**src/rtl/cdd_pkg.sv**
```systemverilog
// shared types, constants and helper functions for the calendar date difference block
// no dependencies; imported by cdd_date_check, calendar_date_difference and the tb

package cdd_pkg;

    // field widths of one date, of a month length and of year / 100
    localparam int DAY_W   = 7;
    localparam int MONTH_W = 7;
    localparam int YEAR_W  = 14;
    localparam int LEN_W   = 5;
    localparam int QUOT_W  = 8;

    // result field widths
    localparam int DIFF_YEARS_W  = 14;
    localparam int DIFF_MONTHS_W = 4;
    localparam int DIFF_DAYS_W   = 6;

    // two-digit year window
    localparam logic [YEAR_W-1:0] TWO_DIGIT_LIMIT = 14'd100;
    localparam logic [YEAR_W-1:0] WINDOW_PIVOT    = 14'd49;
    localparam logic [YEAR_W-1:0] BASE_2000       = 14'd2000;
    localparam logic [YEAR_W-1:0] BASE_1900       = 14'd1900;

    // divide by 100 through a reciprocal: q = (y * 5243) >> 19, exact for y < 16384
    localparam int                RECIP_W     = 13;
    localparam logic [RECIP_W-1:0] RECIP_100  = 13'd5243;
    localparam int                RECIP_SHIFT = 19;
    localparam int                PROD_W      = YEAR_W + RECIP_W;
    localparam logic [YEAR_W:0]   CENTURY     = 15'd100;

    // months
    localparam logic [3:0]       MONTH_JAN    = 4'd1;
    localparam logic [3:0]       MONTH_FEB    = 4'd2;
    localparam logic [3:0]       MONTH_DEC    = 4'd12;
    localparam logic [LEN_W-1:0] LONG_MONTH   = 5'd31;
    localparam logic [4:0]       MONTHS_IN_YR = 5'd12;

    localparam logic [LEN_W-1:0] MONTH_LEN [12] = '{
        5'd31, 5'd28, 5'd31, 5'd30, 5'd31, 5'd30,
        5'd31, 5'd31, 5'd30, 5'd31, 5'd30, 5'd31
    };

    // result status codes
    typedef enum logic [1:0] {
        STATUS_OK        = 2'd0,
        STATUS_START_BAD = 2'd1,
        STATUS_END_BAD   = 2'd2,
        STATUS_ORDER     = 2'd3
    } status_t;

    // one split date
    typedef struct packed {
        logic [DAY_W-1:0]   day;
        logic [MONTH_W-1:0] month;
        logic [YEAR_W-1:0]  year;
        logic               well_formed;
    } date_t;

    // map a two-digit year into 1950..2049
    function automatic logic [YEAR_W-1:0] window_year(input logic [YEAR_W-1:0] y);
        logic [YEAR_W-1:0] w;
        if (y < TWO_DIGIT_LIMIT) begin
            w = y + ((y <= WINDOW_PIVOT) ? BASE_2000 : BASE_1900);
        end else begin
            w = y;
        end
        return w;
    endfunction

    // days in a month 1..12 with leap february; other codes give 31
    function automatic logic [LEN_W-1:0] month_len(input logic [3:0] m, input logic leap);
        logic [LEN_W-1:0] d;
        if (m >= MONTH_JAN && m <= MONTH_DEC) begin
            d = MONTH_LEN[m - MONTH_JAN];
        end else begin
            d = LONG_MONTH;
        end
        if (m == MONTH_FEB && leap) begin
            d = d + 5'd1;
        end
        return d;
    endfunction

endpackage

```
**src/rtl/calendar_date_difference.sv**
```systemverilog
// top level of the calendar date difference block: five-stage stream pipeline
// depends on cdd_pkg and cdd_date_check

// Takes one pair of split dates per item and returns one result item: a status
// (ok, first date invalid, second date invalid, first after second) and the gap
// in whole years, remaining months and remaining days. Two-digit years map to
// 1950..2049. The day borrow uses the length of the month before the end month,
// so the day count can reach -2. One item is accepted every clock cycle unless
// the output stalls; each item passes the window, divide by 100, date check,
// compare and subtract, borrow and output register stages. Every stage holds its
// item while the next one is full and stalled, and empty stages fill up behind it.

module calendar_date_difference
    import cdd_pkg::*;
(
    input  logic        aclk,
    input  logic        aresetn,

    // start_day, start_month, start_year, end_day, end_month, end_year
    input  logic [55:0] s_tdata,
    // start_well_formed, end_well_formed
    input  logic [1:0]  s_tuser,
    input  logic        s_tvalid,
    output logic        s_tready,

    // diff_years, diff_months, diff_days
    output logic [23:0] m_tdata,
    // status
    output logic [1:0]  m_tuser,
    output logic        m_tvalid,
    input  logic        m_tready
);

    // stage valids and stall chain
    logic s1_valid_reg, s2_valid_reg, s3_valid_reg, s4_valid_reg, s5_valid_reg;
    logic s1_ready, s2_ready, s3_ready, s4_ready, s5_ready;

    assign s5_ready = !s5_valid_reg || m_tready;
    assign s4_ready = !s4_valid_reg || s5_ready;
    assign s3_ready = !s3_valid_reg || s4_ready;
    assign s2_ready = !s2_valid_reg || s3_ready;
    assign s1_ready = !s1_valid_reg || s2_ready;
    assign s_tready = s1_ready;

    always_ff @(posedge aclk) begin
        if (!aresetn) begin
            s1_valid_reg <= 1'b0;
            s2_valid_reg <= 1'b0;
            s3_valid_reg <= 1'b0;
            s4_valid_reg <= 1'b0;
            s5_valid_reg <= 1'b0;
        end else begin
            if (s1_ready) s1_valid_reg <= s_tvalid;
            if (s2_ready) s2_valid_reg <= s1_valid_reg;
            if (s3_ready) s3_valid_reg <= s2_valid_reg;
            if (s4_ready) s4_valid_reg <= s3_valid_reg;
            if (s5_ready) s5_valid_reg <= s4_valid_reg;
        end
    end

    // stage 1: unpack and window two-digit years
    date_t s1_start_next, s1_end_next;
    date_t s1_start_reg, s1_end_reg;

    always_comb begin
        s1_start_next.day         = s_tdata[6:0];
        s1_start_next.month       = s_tdata[13:7];
        s1_start_next.year        = window_year(s_tdata[27:14]);
        s1_start_next.well_formed = s_tuser[0];
        s1_end_next.day           = s_tdata[34:28];
        s1_end_next.month         = s_tdata[41:35];
        s1_end_next.year          = window_year(s_tdata[55:42]);
        s1_end_next.well_formed   = s_tuser[1];
    end

    always_ff @(posedge aclk) begin
        if (s1_ready) begin
            s1_start_reg <= s1_start_next;
            s1_end_reg   <= s1_end_next;
        end
    end

    // stage 2: year / 100 by reciprocal multiply
    logic [PROD_W-1:0] s2_start_prod, s2_end_prod;
    logic [QUOT_W-1:0] s2_start_q_next, s2_end_q_next;
    logic [QUOT_W-1:0] s2_start_q_reg, s2_end_q_reg;
    date_t             s2_start_reg, s2_end_reg;

    assign s2_start_prod   = {{RECIP_W{1'b0}}, s1_start_reg.year} * {{YEAR_W{1'b0}}, RECIP_100};
    assign s2_end_prod     = {{RECIP_W{1'b0}}, s1_end_reg.year} * {{YEAR_W{1'b0}}, RECIP_100};
    assign s2_start_q_next = s2_start_prod[RECIP_SHIFT +: QUOT_W];
    assign s2_end_q_next   = s2_end_prod[RECIP_SHIFT +: QUOT_W];

    always_ff @(posedge aclk) begin
        if (s2_ready) begin
            s2_start_reg   <= s1_start_reg;
            s2_end_reg     <= s1_end_reg;
            s2_start_q_reg <= s2_start_q_next;
            s2_end_q_reg   <= s2_end_q_next;
        end
    end

    // stage 3: leap years, date checks, length of the month before the end month
    logic             s3_start_leap, s3_end_leap;
    logic [LEN_W-1:0] s3_start_len, s3_end_len;
    logic             s3_start_ok_next, s3_end_ok_next;
    logic [LEN_W-1:0] s3_prev_len_next;
    logic             s3_start_ok_reg, s3_end_ok_reg;
    logic [LEN_W-1:0] s3_prev_len_reg;
    date_t            s3_start_reg, s3_end_reg;

    cdd_date_check u_start_check (
        .date   (s2_start_reg),
        .year_q (s2_start_q_reg),
        .leap   (s3_start_leap),
        .len    (s3_start_len),
        .ok     (s3_start_ok_next)
    );

    cdd_date_check u_end_check (
        .date   (s2_end_reg),
        .year_q (s2_end_q_reg),
        .leap   (s3_end_leap),
        .len    (s3_end_len),
        .ok     (s3_end_ok_next)
    );

    // january borrows from december; march borrows february of the same year
    assign s3_prev_len_next = (s2_end_reg.month[3:0] == MONTH_JAN) ? LONG_MONTH :
                              month_len(s2_end_reg.month[3:0] - 4'd1, s3_end_leap);

    always_ff @(posedge aclk) begin
        if (s3_ready) begin
            s3_start_reg    <= s2_start_reg;
            s3_end_reg      <= s2_end_reg;
            s3_start_ok_reg <= s3_start_ok_next;
            s3_end_ok_reg   <= s3_end_ok_next;
            s3_prev_len_reg <= s3_prev_len_next;
        end
    end

    // stage 4: status and raw differences
    status_t                  s4_status_next, s4_status_reg;
    logic                     s4_after;
    logic [DIFF_YEARS_W-1:0]  s4_years_next, s4_years_reg;
    logic signed [4:0]        s4_months_next, s4_months_reg;
    logic signed [5:0]        s4_days_next, s4_days_reg;
    logic [LEN_W-1:0]         s4_prev_len_reg;

    assign s4_after = (s3_end_reg.year < s3_start_reg.year) ||
                      ((s3_end_reg.year == s3_start_reg.year) &&
                       (s3_end_reg.month < s3_start_reg.month)) ||
                      ((s3_end_reg.year == s3_start_reg.year) &&
                       (s3_end_reg.month == s3_start_reg.month) &&
                       (s3_end_reg.day < s3_start_reg.day));

    always_comb begin
        priority if (!s3_start_ok_reg) begin
            s4_status_next = STATUS_START_BAD;
        end else if (!s3_end_ok_reg) begin
            s4_status_next = STATUS_END_BAD;
        end else if (s4_after) begin
            s4_status_next = STATUS_ORDER;
        end else begin
            s4_status_next = STATUS_OK;
        end
    end

    // valid dates keep months in 1..12 and days in 1..31
    assign s4_years_next  = s3_end_reg.year - s3_start_reg.year;
    assign s4_months_next = $signed({1'b0, s3_end_reg.month[3:0]}) -
                            $signed({1'b0, s3_start_reg.month[3:0]});
    assign s4_days_next   = $signed({1'b0, s3_end_reg.day[4:0]}) -
                            $signed({1'b0, s3_start_reg.day[4:0]});

    always_ff @(posedge aclk) begin
        if (s4_ready) begin
            s4_status_reg   <= s4_status_next;
            s4_years_reg    <= s4_years_next;
            s4_months_reg   <= s4_months_next;
            s4_days_reg     <= s4_days_next;
            s4_prev_len_reg <= s3_prev_len_reg;
        end
    end

    // stage 5: day and month borrows, zero unless ok, output register
    logic                     s5_borrow;
    logic signed [6:0]        s5_days_sum;
    logic signed [4:0]        s5_months_adj;
    logic [4:0]               s5_months_wrap;
    logic [DIFF_YEARS_W-1:0]  s5_years_next, s5_years_reg;
    logic [DIFF_MONTHS_W-1:0] s5_months_next, s5_months_reg;
    logic [DIFF_DAYS_W-1:0]   s5_days_next, s5_days_reg;
    status_t                  s5_status_reg;

    assign s5_borrow      = s4_days_reg[5];
    assign s5_days_sum    = s5_borrow ?
                            (7'(s4_days_reg) + $signed({2'b00, s4_prev_len_reg})) :
                            7'(s4_days_reg);
    assign s5_months_adj  = s4_months_reg - $signed({4'b0000, s5_borrow});
    assign s5_months_wrap = 5'(s5_months_adj) + MONTHS_IN_YR;

    always_comb begin
        if (s4_status_reg != STATUS_OK) begin
            s5_years_next  = '0;
            s5_months_next = '0;
            s5_days_next   = '0;
        end else if (s5_months_adj[4]) begin
            s5_years_next  = s4_years_reg - 14'd1;
            s5_months_next = s5_months_wrap[3:0];
            s5_days_next   = s5_days_sum[5:0];
        end else begin
            s5_years_next  = s4_years_reg;
            s5_months_next = s5_months_adj[3:0];
            s5_days_next   = s5_days_sum[5:0];
        end
    end

    always_ff @(posedge aclk) begin
        if (s5_ready) begin
            s5_status_reg <= s4_status_reg;
            s5_years_reg  <= s5_years_next;
            s5_months_reg <= s5_months_next;
            s5_days_reg   <= s5_days_next;
        end
    end

    // result channel
    assign m_tvalid = s5_valid_reg;
    assign m_tuser  = s5_status_reg;
    assign m_tdata  = {s5_days_reg, s5_months_reg, s5_years_reg};

endmodule

```
**src/rtl/cdd_date_check.sv**
```systemverilog
// leap year and validity check of one windowed date
// depends on cdd_pkg (date_t, month_len, CENTURY)

module cdd_date_check
    import cdd_pkg::*;
(
    input  date_t             date,     // year already windowed
    input  logic [QUOT_W-1:0] year_q,   // year / 100
    output logic              leap,
    output logic [LEN_W-1:0]  len,      // days in this date's month
    output logic              ok
);

    logic [YEAR_W:0] century_part;
    logic            century_year;
    logic            month_ok;
    logic            day_ok;

    // leap rule: by 4, not by 100 unless by 400 (year / 100 divisible by 4)
    assign century_part = {{(YEAR_W+1-QUOT_W){1'b0}}, year_q} * CENTURY;
    assign century_year = (date.year == century_part[YEAR_W-1:0]);
    assign leap = century_year ? (year_q[1:0] == 2'b00) : (date.year[1:0] == 2'b00);

    // month and day range
    assign len      = month_len(date.month[3:0], leap);
    assign month_ok = (date.month >= 7'(MONTH_JAN)) && (date.month <= 7'(MONTH_DEC));
    assign day_ok   = (date.day != '0) && (date.day <= {2'b00, len});
    assign ok       = date.well_formed && month_ok && day_ok;

endmodule

```
**config.mk**
```make
export PLATFORM = sky130hd
export DESIGN_NAME = calendar_date_difference
export DESIGN_NICKNAME = d
export VERILOG_FILES = /design/src/rtl/cdd_pkg.sv /design/src/rtl/calendar_date_difference.sv /design/src/rtl/cdd_date_check.sv
export SDC_FILE = /design/constraint.sdc
export NUM_CORES = 1
export LEC_CHECK = 0
export BUFFER_PORTS_ARGS = -buffer_cell sky130_fd_sc_hd__buf_2
export CAP_MARGIN = 10
export CORE_MARGIN = 10
export CORE_UTILIZATION = 30
export CTS_BUF_LIST = sky130_fd_sc_hd__clkbuf_4 sky130_fd_sc_hd__clkbuf_8
export DETAILED_ROUTE_END_ITERATION = 12
export MAX_ROUTING_LAYER = met4
export SLEW_MARGIN = 40
export SYNTH_ARGS = -nofsm -noshare
export SYNTH_HDL_FRONTEND = slang
export SYNTH_SLANG_ARGS = --single-unit
```
**constraint.sdc**
```tcl
create_clock -name aclk -period 10.01 [get_ports aclk]
set_clock_uncertainty 0.15 [all_clocks]
set_input_delay 3.003 -clock aclk [delete_from_list [all_inputs] [get_ports aclk]]
set_output_delay 3.003 -clock aclk [all_outputs]
set_load 0.02 [all_outputs]
```
After elaboration in Yosys (flattened, before gate mapping)
Memory sizes are Yosys's and may differ from the RTL's.
Index checks and enable logic that the tools add are counted.
{"block": "totals", "romBits": 240, "word_cells": 158, "out_inout_bits": 28, "reg_bits": 258, "n_memories": 3}
{"memory": "(no name shown)", "depth": 16, "width": 5, "rd": 1, "rd_clocked_by_memory_dff": 0, "wr": 0, "line": "cdd_pkg.sv:74", "rtl": "d = MONTH_LEN[m - MONTH_JAN];"}
{"memory": "(no name shown)", "depth": 16, "width": 5, "rd": 1, "rd_clocked_by_memory_dff": 0, "wr": 0, "line": "cdd_pkg.sv:74"}
{"memory": "(no name shown)", "depth": 16, "width": 5, "rd": 1, "rd_clocked_by_memory_dff": 0, "wr": 0, "line": "cdd_pkg.sv:74"}
{"block": "op_classes", "mux": 23, "n_lt_le_gt_ge": 22, "reduce_logical": 37, "n_addsub": 15, "bitwise": 4, "eq_ne": 8, "multipliers": 4}
{"operator": "two-way mux 5 bit", "count": 13}
{"operator": "multiplier 14 x 13 -> 27 bit, second input constant", "count": 2}
{"operator": "== test 14 bit", "count": 3}
{"operator": "two-way mux 14 bit", "count": 3}
{"operator": "adder 14 x 11 -> 14 bit", "count": 2}
{"operator": "less-or-equal comparator 14 x 6 -> 1 bit, second input constant", "count": 2}
{"operator": "< comparator 14 x 7 -> 1 bit, second input constant", "count": 2}
{"operator": "multiplier 8 x 5 -> 12 bit, second input constant", "count": 2}
{"operator": "logical AND 1 bit", "count": 17}
{"operator": "two-way mux 8 bit", "count": 2}
{"operator": "adder 5 x 1 -> 5 bit, second input constant", "count": 3}
{"operator": "greater-or-equal comparator 5 bit, second input constant", "count": 3}
{"operator": "inverter 4 -> 5 bit", "count": 3}
{"operator": "greater-or-equal comparator 7 x 1 -> 1 bit, second input constant", "count": 2}
{"operator": "less-or-equal comparator 7 x 4 -> 1 bit, second input constant", "count": 2}
{"operator": "less-or-equal comparator 7 x 5 -> 1 bit", "count": 2}
{"operator": "< comparator 14 bit", "count": 1}
{"operator": "< comparator 7 bit", "count": 2}
{"operator": "nonzero test 7 bit", "count": 2}
{"operator": "subtractor 14 x 1 -> 14 bit, second input constant", "count": 1}
{"operator": "subtractor 14 bit", "count": 1}
{"operator": "== test 4 x 2 -> 1 bit, second input constant", "count": 3}
{"operator": "greater-or-equal comparator 4 x 1 -> 1 bit, second input constant", "count": 3}
{"operator": "less-or-equal comparator 4 bit, second input constant", "count": 3}
{"operator": "other kinds (17)", "count": 34}

Depth between registers and ports, before layout
Gate-level depths: netlist of the first run.
{"block": "logic_depth", "ltp_word": 11, "ltp_mapped": 20, "ltp_nobuf": 20}

Modules after synthesis
Synthesis of the first run repeated with hierarchy kept, for this count alone.
{"block": "unflattened", "hier_cells": 1551, "hier_area_um2": 18868.1}
{"mod": "calendar_date_difference", "cells_each": 1325, "area_per_inst_um2": 16883.7, "instances": 1}
{"mod": "cdd_date_check", "cells_each": 113, "area_per_inst_um2": 992.2, "instances": 2}

Least setup slack after synthesis of the first run
No wires, ideal clock.
{"block": "synth_timing", "path_kind": "in2out", "startpoint": "in m_tready", "endpoint": "out s_tready", "slack_ps": 1905, "arrival_time_ps": 4952, "stages": 3, "path_cell_list": "nor2b_1 > and3_1 > nand3_1"}
{"block": "synth_via", "elab_chain_cells": 5}
{"item": "from (decl)", "line": "calendar_date_difference.sv:31", "rtl": "input logic m_tready"}
{"item": "logical OR 1 bit", "line": "calendar_date_difference.sv:38", "rtl": "assign s5_ready = !s5_valid_reg || m_tready;"}
{"item": "logical OR 1 bit", "line": "calendar_date_difference.sv:39", "rtl": "assign s4_ready = !s4_valid_reg || s5_ready;"}
{"item": "logical OR 1 bit", "line": "calendar_date_difference.sv:40", "rtl": "assign s3_ready = !s3_valid_reg || s4_ready;"}
{"item": "logical OR 1 bit", "line": "calendar_date_difference.sv:41", "rtl": "assign s2_ready = !s2_valid_reg || s3_ready;"}
{"item": "logical OR 1 bit", "line": "calendar_date_difference.sv:42", "rtl": "assign s1_ready = !s1_valid_reg || s2_ready;"}
{"item": "to (decl)", "line": "calendar_date_difference.sv:24", "rtl": "output logic s_tready,"}
Every way passes these cells.

Final worst setup path of the first run
Ends and elaborated chain as after synthesis.

==> summary.txt, run 1 <==
Routing
  • Iter 0 DRT Violations: between 400 and 500
  • Vias per Instance: 4.45
  • DR DRC count: 0
  • Vias: 11545
  • DR WL/cell: 14.3 um
  • Final ANT Viol Nets: 0
  • Post-Route WL: 37.1 mm
  • Drt pass-1 iters: 5

STA
  • Fin crit share: 73.3%
  • Final setup fails: 0
  • Final Hold Fails: 0
  • Final TNS setup: 0 ns
  • RSZ-0062 raised after global routing: no
  • Worst-Margin Slew: 0.821 ns
  • Tmin final: 7.34 ns
  • Worst hold slack: 0.266 ns
  • Slew margin rel.: approximately 45%
  • Pins Over Slew Limit: 0
  • Max Clock Freq: 136 MHz

Global route
  • Grt met1 use: 12.9%
  • Vias in the first global route: 12506
  • Grt total ovfl: 0
  • Met2 usage: 18.0%
  • GRT Max-Usage Layer: met2
  • Global-route wire length before repair: 62.7 mm
  • Antenna violations before repair: 0
  • Total Routing Usage GR: a little over a tenth
  • Largest net degree at the start of global routing: between 60 and 70
  • GR Util met3: 1.95%

Floorplan
  • Die Ht: 272 um
  • Die area: 0.0738 mm2
  • Row count: 92
  • Ports: 90
  • Core Region: 0.0630 mm2
  • Width of the die: 272 um
  • Starting Density: 30.2%

Logic synthesis
  • Mean Syn Cell Area: 12.0 um2
  • Distinct cell type count after synthesis: 62
  • Synthesized Nets: 2098
  • Mapped Cells: 1587
  • Number of synthesis warnings: 0
  • Synthesized area: roughly 0.019 mm2
  • EDFF count, synth: between 200 and 250
  • Main synth FF type: edfxtp_1
  • Ys async rst share: 0%
  • Seq/Total Area, Yosys: about 40%
  • Seq cells post-synth: 254

Critical path
  • Crit path largest cell delay: roughly 0.42 ns
  • Max FO, Critical Path: 5
  • Crit path depth: 5
  • Buf/Inv on CP: 2
  • Worst r2r dst: s2_start_q_reg[0]
  • Crit path DAT: 4.18 ns
  • Critical path class: input port to output pin
  • Critical Path End Type: output pin
  • Worst Reg-to-Reg Cells: 16
  • Slowest cell on the critical path: and3_1
  • Critical path origin: m_tready
  • CP top delay family: simple AND/OR/NAND/NOR gates
  • Worst path cell trace: buf_2 > nor2b_1 > and3_1 > nand3_4 > buf_2
  • CP endpoint: s_tready
  • Flop2flop setup slack: 4.45 ns
  • Worst r2r src: s1_start_reg[7]
  • WP data required: 6.86 ns
  • Critical Path Start Type: input port
  • Most frequent CP cell: buf_2

Clock tree
  • Clk_lat worst skew: 0.61 ns
  • # Post-CTS Setup Buffers: 0
  • H-tree levels: 2
  • Root Buffer: clkbuf_8
  • CTS tree: built
  • Clk sinks: 254
  • CTS Buf Count: 45
  • Buffer depth of the longest clock path: 3
  • Post-CTS resize count: 0
  • Worst-path clk slew: 0.07 ns
  • Hold-fix buffers, CTS: 0

Finish
  • Area occupied by multi-input gates: 0.0102 mm2
  • Commonest non-fill, non-tap cell in the layout: inv_1
  • # diodes: 0
  • Reg area: 0.00758 mm2
  • Synthesis-to-layout area growth: 12.7%
  • Total of fill cells in the finished design: slightly above 6000
  • Final net count: 2225
  • Most frequent cells in the layout: 314 x inv_1, 311 x ha_1, 249 x edfxtp_1
  • Final standard cell area without fillers: 0.0214 mm2
  • Share of cells above drive strength 1: 11.0%

Power and ir drop
  • Lkg Pwr: 9.85 nW
  • Power Total: slightly above 5 mW
  • PwrDens: 235 mW/mm2
  • Peak supply drop: around 0.16 mV

Placed design
  • Port Buf Inserts: a little under 90
  • HPWL after DPL: 30.0 mm
  • Area after DPL: a little over 0.02 mm2
  • RePlAce Congestion: about 0.87

Outcome
  • Outcome: complete, no violations

Min path
  • Worst hold start: s3_prev_len_reg[0]
  • HP Class: flip-flop to flip-flop

Run
  • Maxcap violations: 0
-- cells in the mapped netlist, types with 4 or more instances --
library cell,number,area share [%]
a211oi_1,8,0.32
a21o_1,17,0.67
a21oi_1,56,1.5
a31oi_1,9,0.30
and2_1,5,0.16
and3_1,6,0.20
clkbuf_1,13,0.26
dfxtp_1,5,0.53
edfxtp_1,249,39
fa_1,138,15
ha_1,311,20
inv_1,316,6.2
mux2i_1,8,0.42
nand2_1,45,0.89
nand2b_1,18,0.59
nand3_1,21,0.55
nand3b_1,4,0.16
nand4_1,13,0.43
nor2_1,61,1.2
nor2b_1,20,0.66
nor3_1,26,0.68
nor4_1,12,0.39
nor4b_1,4,0.18
o211ai_1,4,0.16
o21a_1,12,0.47
o21ai_0,40,1.1
o21bai_1,5,0.20
o221ai_1,4,0.18
or2_2,5,0.16
xnor2_1,75,3.5
xor2_1,23,1.1
-- power by group --
| part | total [mW] | internal [mW] | leakage, nW | switching [mW] |
|---|---|---|---|---|
| Clock | 0.943 | 0.495 | 0.474 | 0.448 |
| Sequential | 1.40 | 1.29 | 2.71 | 0.106 |
| Combinational | 2.70 | 1.28 | 6.67 | 1.42 |
-- routing by layer --
metal | part of all wire [%] | vias to the layer above
li1 | - | 5717
met1 | 45 | 5613
met2 | 49 | 159
met3 | 3.5 | 56
met4 | 2.0 | 0
met5 | 0 | -
-- cells by family (layout without fill, tap and decap cells) --
logic type                 after synthesis  in the layout  synth area share, %
and+or+nand+nor                        258            258                 7.21
adders and majority gates              449            449                 35.0
buffers and inverters                  329            493                 6.50
AOI/OAI and AO/OA                      188            188                 6.32
xor gates and xnor gates                98             98                 4.51
DFF                                    254            254                 39.9
muxes                                   11             11                0.599
-- metrics by stage --
stage / util [%] / cells / setup WS (ns)
detailed placement: 32.6 / 2513 / 2.70
global route: 34.0 / 2597 / 2.57
global placement: 32.6 / 2513 / 2.67
finish: 34.0 / 2597 / 2.67
CTS: 34.0 / 2597 / 2.69
floorplan: - / 1587 / 1.90
-- cell type report --
type | instances | share of cell area (%)
multi-input combinational | 1004 | 47.7
sequential | 254 | 35.4
inverter | 316 | 5.54
tap | 846 | 4.94
clock buffer | 54 | 3.21
timing repair buffer | 93 | 2.25
clock inverter | 30 | 0.975
-- worst min-delay path by stage --
stage                         endpoint  slack [ns]  depth (start not counted)
floorplan                s2_end_reg[0]        0.25                          0
global placement       s2_start_reg[0]        0.26                          0
detailed placement     s2_start_reg[0]        0.26                          0
CTS                 s4_prev_len_reg[0]        0.27                          0
global route            s2_end_reg[27]        0.27                          0
finish              s4_prev_len_reg[0]        0.27                          0
Power figures use the tool's default switching activity.
==> inputs of run 2 (changes only) <==
==> constraint.sdc (replaced) <==
create_clock -name aclk -period 6.1 [get_ports aclk]
set_clock_uncertainty 0.15 [all_clocks]
set_input_delay 1.83 -clock aclk [delete_from_list [all_inputs] [get_ports aclk]]
set_output_delay 1.83 -clock aclk [all_outputs]
set_load 0.02 [all_outputs]
==> summary.txt, run 2 (synthesis results as in run 1) <==
Outcome
  • Outcome: complete, no violations (unchanged)

Finish
  • Final net count: 2227 (was 2225)
  • Final standard cell area without fillers: 0.0215 mm2 (was 0.0214 mm2)
  • Synthesis-to-layout area growth: 13.1% (was 12.7%)
  • Most frequent cells in the layout: 314 x inv_1, 311 x ha_1, 249 x edfxtp_1 (unchanged)
  • Total of fill cells in the finished design: 6255 (was 6216)
  • Commonest non-fill, non-tap cell in the layout: inv_1 (unchanged)
  • Share of cells above drive strength 1: 11.1% (was 11.0%)
  • Post-layout util: 34.2% (was 34.0%)
  • Final cell count without fillers: 2597 (unchanged)
  • # diodes: 0 (unchanged)

Critical path
  • Critical path class: flip-flop to flip-flop (was input port to output pin)
  • Crit path DAT: 5.74 ns (was 4.18 ns)
  • Max FO, Critical Path: 4 (was 5)
  • Critical Path Start Type: flip-flop (was input port)
  • WP data required: 6.38 ns (was 6.86 ns)
  • Critical Path End Type: flip-flop (was output pin)

Routing
  • Vias per Instance: 4.47 (was 4.45)
  • Vias: 11602 (was 11545)
  • Iter 0 DRT Violations: 411 (was 463)
  • DR DRC count: 0 (unchanged)
  • Final ANT Viol Nets: 0 (unchanged)
  • Drt pass-1 iters: 5 (unchanged)
  • Post-Route WL: 38.5 mm (was 37.1 mm)
  • DR WL/cell: 14.8 um (was 14.3 um)

Clock tree
  • Hold-fix buffers, CTS: 0 (unchanged)
  • H-tree levels: 2 (unchanged)
  • CTS Buf Count: 45 (unchanged)
  • Clk sinks: 254 (unchanged)
  • # Post-CTS Setup Buffers: 0 (unchanged)
  • Root Buffer: clkbuf_8 (unchanged)
  • CTS tree: built (unchanged)
  • Worst-path clk slew: 0.06 ns (was 0.07 ns)
  • Clk_lat worst skew: 0.61 ns (about the same)
  • Buffer depth of the longest clock path: 3 (unchanged)
  • Post-CTS resize count: 0 (unchanged)

Global route
  • GR Util met3: 2.02% (was 1.95%)
  • Grt total ovfl: 0 (unchanged)
  • Antenna violations before repair: 0 (unchanged)
  • Global-route wire length before repair: 64.2 mm (was 62.7 mm)
  • Grt met1 use: 13.2% (was 12.9%)
  • GRT Max-Usage Layer: met2 (unchanged)
  • Largest net degree at the start of global routing: 65 (was 69)
  • Met2 usage: 18.6% (was 18.0%)
  • Vias in the first global route: 12446 (was 12506)
  • Total Routing Usage GR: 11.0% (was 10.6%)

Floorplan
  • Row count: 92 (unchanged)
  • Die area: 0.0738 mm2 (unchanged)
  • Ports: 90 (unchanged)
  • Starting Density: 30.2% (unchanged)
  • Core Region: 0.0630 mm2 (unchanged)
  • Width of the die: 272 um (unchanged)
  • Die Ht: 272 um (unchanged)

Placed design
  • Port Buf Inserts: 89 (unchanged)
  • Area after DPL: 0.0205 mm2 (about the same)
  • HPWL after DPL: 31.6 mm (was 30.0 mm)
  • Placed cells: 2515 (was 2513)
  • RePlAce Congestion: 0.885 (was 0.871)

STA
  • Slew margin rel.: 48.2% (was 44.7%)
  • Final Hold Fails: 0 (unchanged)
  • Final TNS setup: 0 ns (unchanged)
  • Tmin final: about 5.5 ns
  • Pins Over Slew Limit: 0 (unchanged)
  • Final setup fails: 0 (unchanged)
  • Max Clock Freq: 183 MHz
  • Worst-Margin Slew: 0.767 ns (was 0.821 ns)
  • Fin crit share: 89.4%
  • RSZ-0062 raised after global routing: no (unchanged)

Run
  • Maxcap violations: 0 (unchanged)

Power and ir drop
  • PwrDens: 390 mW/mm2 (was 235 mW/mm2)
  • Peak supply drop: 0.198 mV (was 0.161 mV)
  • Lkg Pwr: 9.89 nW (was 9.85 nW)

Min path
  • HP Class: flip-flop to flip-flop (unchanged)
[run 2: cell count changes in the layout (fill, tap and decap cells not counted), moves of 2 or more]
cell / before / now
inv_6: 2 / 0
clkinv_2: 12 / 10
bufinv_16: 1 / 4
buf_4: 2 / 4
[run 2: cell type report]
cell class | count | area, um2 | area share, %
Tap cell | 846 | 1060 | 4.92
Sequential cell | 254 | 7580 | 35.2
Multi-Input combinational cell | 1004 | 10200 | 47.6
Inverter | 316 | 1190 | 5.53
Clock inverter | 29 | 270 | 1.26
Clock buffer | 53 | 679 | 3.16
Timing Repair Buffer | 95 | 507 | 2.36
[run 2: routing by layer]
layer	wire length (um)	vias to the layer above	share of wire, %
met3	1570	45	4.1
li1	-	5721	-
met5	0	-	0
met1	17000	5643	44
met4	830	0	2.2
met2	19100	193	50
[run 2: worst paths after layout]
check	startpoint	end	slack (ns)	cells past startpoint
worst min register to register	s1_end_reg[22]	s2_end_reg[22]	0.27	0
worst max register to register	s2_end_q_reg[3]	s3_end_ok_reg	0.64	17
worst max-delay path	s2_end_q_reg[3]	s3_end_ok_reg	0.64	17
worst min-delay path	s1_end_reg[22]	s2_end_reg[22]	0.27	0
[run 2: critical path: stages, from the launching register on]
cell,delay (ns)
edfxtp_1,0.44
ha_1,0.32
ha_1,0.31
fa_1,0.48
ha_1,0.36
a21o_1,0.19
a31o_2,0.22
a2111oi_0,0.56
nor3_1,0.13
nor4b_1,0.54
a21oi_1,0.27
mux2i_1,0.25
ha_1,0.30
a21oi_1,0.20
a32oi_1,0.10
o22ai_1,0.16
nand2b_1,0.08
a31oi_1,0.21
[run 2: report_power, final]
| part | switching (mW) | internal [mW] | total (mW) |
|---|---|---|---|
| registers | 0.167 | 2.12 | 2.29 |
| logic | 2.34 | 2.10 | 4.44 |
| clock network | 0.745 | 0.926 | 1.67 |
[run 2: metrics by stage]
stage | setup WS (ns) | power [mW] | hold WS [ns]
floorplan | 0.341 | 5.80 | 0.250
global placement | 0.739 | 6.62 | 0.256
detailed placement | 0.629 | 6.75 | 0.257
CTS | 0.620 | 8.53 | 0.271
global route | 0.289 | 9.34 | 0.276
finish | 0.644 | 8.40 | 0.272
==> inputs of run 3 (changes only) <==
--- a/config.mk
+++ b/config.mk
@@ -5,13 +5,15 @@
 export SDC_FILE = /design/constraint.sdc
 export NUM_CORES = 1
 export LEC_CHECK = 0
+export ABC_CLOCK_PERIOD_IN_PS = 6100
 export BUFFER_PORTS_ARGS = -buffer_cell sky130_fd_sc_hd__buf_2
 export CAP_MARGIN = 10
 export CORE_MARGIN = 10
-export CORE_UTILIZATION = 30
+export CORE_UTILIZATION = 58
 export CTS_BUF_LIST = sky130_fd_sc_hd__clkbuf_4 sky130_fd_sc_hd__clkbuf_8
 export DETAILED_ROUTE_END_ITERATION = 12
 export MAX_ROUTING_LAYER = met4
+export PLACE_DENSITY = 0.79
 export SLEW_MARGIN = 40
 export SYNTH_ARGS = -nofsm -noshare
 export SYNTH_HDL_FRONTEND = slang
==> summary.txt, run 3 (synthesis results as in run 1) <==
Clock tree
  • # Post-CTS Setup Buffers: 0 (unchanged)
  • H-tree levels: 2 (unchanged)
  • Buffer depth of the longest clock path: 3 (unchanged)
  • Clk_lat worst skew: 0.57 ns (was 0.61 ns)
  • Post-CTS resize count: 0 (unchanged)
  • Clk sinks: 254 (unchanged)
  • Root Buffer: clkbuf_8 (unchanged)
  • Hold-fix buffers, CTS: 0 (unchanged)
  • CTS Buf Count: 43 (was 45)
  • CTS tree: built (unchanged)
  • Worst-path clk slew: 0.07 ns (was 0.06 ns)

Global route
  • Antenna violations before repair: 0 (unchanged)
  • Global-route wire length before repair: 61.3 mm (was 64.2 mm)
  • Total Routing Usage GR: 19.1% (was 11.0%)
  • Largest net degree at the start of global routing: 75 (was 65)
  • Grt total ovfl: 0 (unchanged)
  • Vias in the first global route: 12582 (was 12446)

Floorplan
  • Starting Density: 58.6% (was 30.2%)
  • Width of the die: 201 um (was 272 um)
  • Ports: 90 (unchanged)
  • Die Ht: 201 um (was 272 um)
  • Core Region: 0.0325 mm2 (was 0.0630 mm2)
  • Die area: 0.0404 mm2 (was 0.0738 mm2)
  • Row count: 66 (was 92)

Power and ir drop
  • Gate power share: 54.5% (was 52.9%)
  • Sequential Power Share: 27.5% (was 27.2%)
  • Peak supply drop: 0.334 mV (was 0.198 mV)
  • Clock power frac: 18.0% (was 19.9%)
  • Int Pwr: 5.05 mW (was 5.15 mW)
  • Net Sw Frac: 39.1% (was 38.7%)
  • PwrDens: 398 mW/mm2 (was 390 mW/mm2)
  • Sw power: 3.24 mW (was 3.25 mW)
  • Lkg Pwr: 9.78 nW (was 9.89 nW)

Routing
  • Post-Route WL: 37.1 mm (was 38.5 mm)
  • Final ANT Viol Nets: 0 (unchanged)
  • DR DRC count: 0 (unchanged)
  • Iter 0 DRT Violations: 740 (was 411)
  • Drt pass-1 iters: 5 (unchanged)
  • Vias per Instance: 5.39 (was 4.47)
  • Vias: 11729 (was 11602)
  • DR WL/cell: 17.0 um (was 14.8 um)

STA
  • Fin crit share: 88.7% (was 89.4%)
  • RSZ-0062 raised after global routing: no (unchanged)
  • Slew margin rel.: 51.0% (was 48.2%)
  • Final Hold Fails: 0 (unchanged)
  • Tmin final: 5.41 ns (was 5.46 ns)
  • Pins Over Slew Limit: 0 (unchanged)
  • Max Clock Freq: 185 MHz (was 183 MHz)
  • Final setup fails: 0 (unchanged)
  • Final TNS setup: 0 ns (unchanged)
  • Worst hold slack: 0.259 ns (was 0.272 ns)
  • Worst-Margin Slew: 0.725 ns (was 0.767 ns)

Finish
  • Commonest non-fill, non-tap cell in the layout: inv_1 (unchanged)
  • Most frequent cells in the layout: 314 x inv_1, 311 x ha_1, 249 x edfxtp_1 (unchanged)
  • # diodes: 0 (unchanged)
  • Synthesis-to-layout area growth: 9.63% (was 13.1%)
  • Final net count: 2222 (was 2227)
  • Share of cells above drive strength 1: 10.5% (was 11.1%)
  • Total of fill cells in the finished design: 2440 (was 6255)

Run
  • Maxcap violations: 0 (unchanged)

Placed design
  • RePlAce Congestion: 0.932 (was 0.885)
  • HPWL after DPL: 29.8 mm (was 31.6 mm)
  • Port Buf Inserts: 89 (unchanged)

Critical path
  • Crit path DAT: 5.57 ns (was 5.74 ns)
  • Critical Path End Type: flip-flop (unchanged)
  • WP data required: 6.26 ns (was 6.38 ns)
  • Critical Path Start Type: flip-flop (unchanged)
  • Critical path class: flip-flop to flip-flop (unchanged)
  • Max FO, Critical Path: 7 (was 4)

Min path
  • HP Class: flip-flop to flip-flop (unchanged)

Outcome
  • Outcome: complete, no violations (unchanged)
run 3: cell types whose count changed in the layout (fill, tap and decap cells not counted), moves of 2 or more:
cell       delta
bufinv_16     -2
buf_4         -2
clkbuf_4      +3
clkinv_2      -6
clkbuf_8      -2
clkinv_1      -3
run 3: area by class of cell:
class	instances	area, um2	area share (%)
multi-input combinational	1004	10200	49.1
sequential	254	7580	36.4
inverter	316	1190	5.70
clock buffer	54	674	3.24
tap	442	553	2.65
timing repair buffer	92	472	2.26
clock inverter	16	143	0.684
run 3: routing by layer:
layer / vias to the layer above / wire length (um) / GRT usage [%] / share of wire (%)
li1: 5704 / - / - / -
met1: 5700 / 15600 / 22.4 / 42
met2: 261 / 18800 / 33.0 / 51
met3: 64 / 1890 / 3.34 / 5.1
met4: 0 / 808 / 5.33 / 2.2
met5: - / 0 / - / 0
run 3: through the flow:
step	total power, mW	utilization, %	instances	worst slack [ns]	instance area (um2)
global placement	6.60	61.6	2108	0.904	20000
CTS	8.34	64.2	2178	0.702	20800
finish	8.29	64.2	2178	0.689	20800
global route	9.10	64.2	2178	0.366	20800
floorplan	5.80	-	1587	0.341	19000
detailed placement	6.77	61.7	2108	0.762	20000
run 3: critical path: stages (launching register included):
cell and delay [ns]:
edfxtp_1 0.55, ha_1 0.37, inv_1 0.06, fa_1 0.51
inv_1 0.06, fa_1 0.53, inv_1 0.06, fa_1 0.46
fa_1 0.55, inv_1 0.05, ha_1 0.31, a21oi_1 0.20
o21a_1 0.15, a311oi_1 0.05, o31a_1 0.36, a211o_1 0.33
o31ai_1 0.28, xnor2_1 0.10
run 3: power groups by stage:
stage                     clock (mW)  combinational, mW  sequential, mW
after floorplan                    0               3.54            2.26
after global placement             0               4.29            2.31
after detailed placement           0               4.45            2.32
after CTS                       1.52               4.53            2.28
after global routing            1.59               5.20            2.31
final                           1.49               4.51            2.28
run 3: final timing paths:
path,startpoint,end,slack [ns],cells past startpoint
setup reg to reg,s1_start_reg[11],s2_start_q_reg[7],0.69,17
hold reg to reg,s1_start_reg[21],s2_start_reg[21],0.26,0
setup / recovery,s1_start_reg[11],s2_start_q_reg[7],0.69,17
hold / removal,s1_start_reg[21],s2_start_reg[21],0.26,0
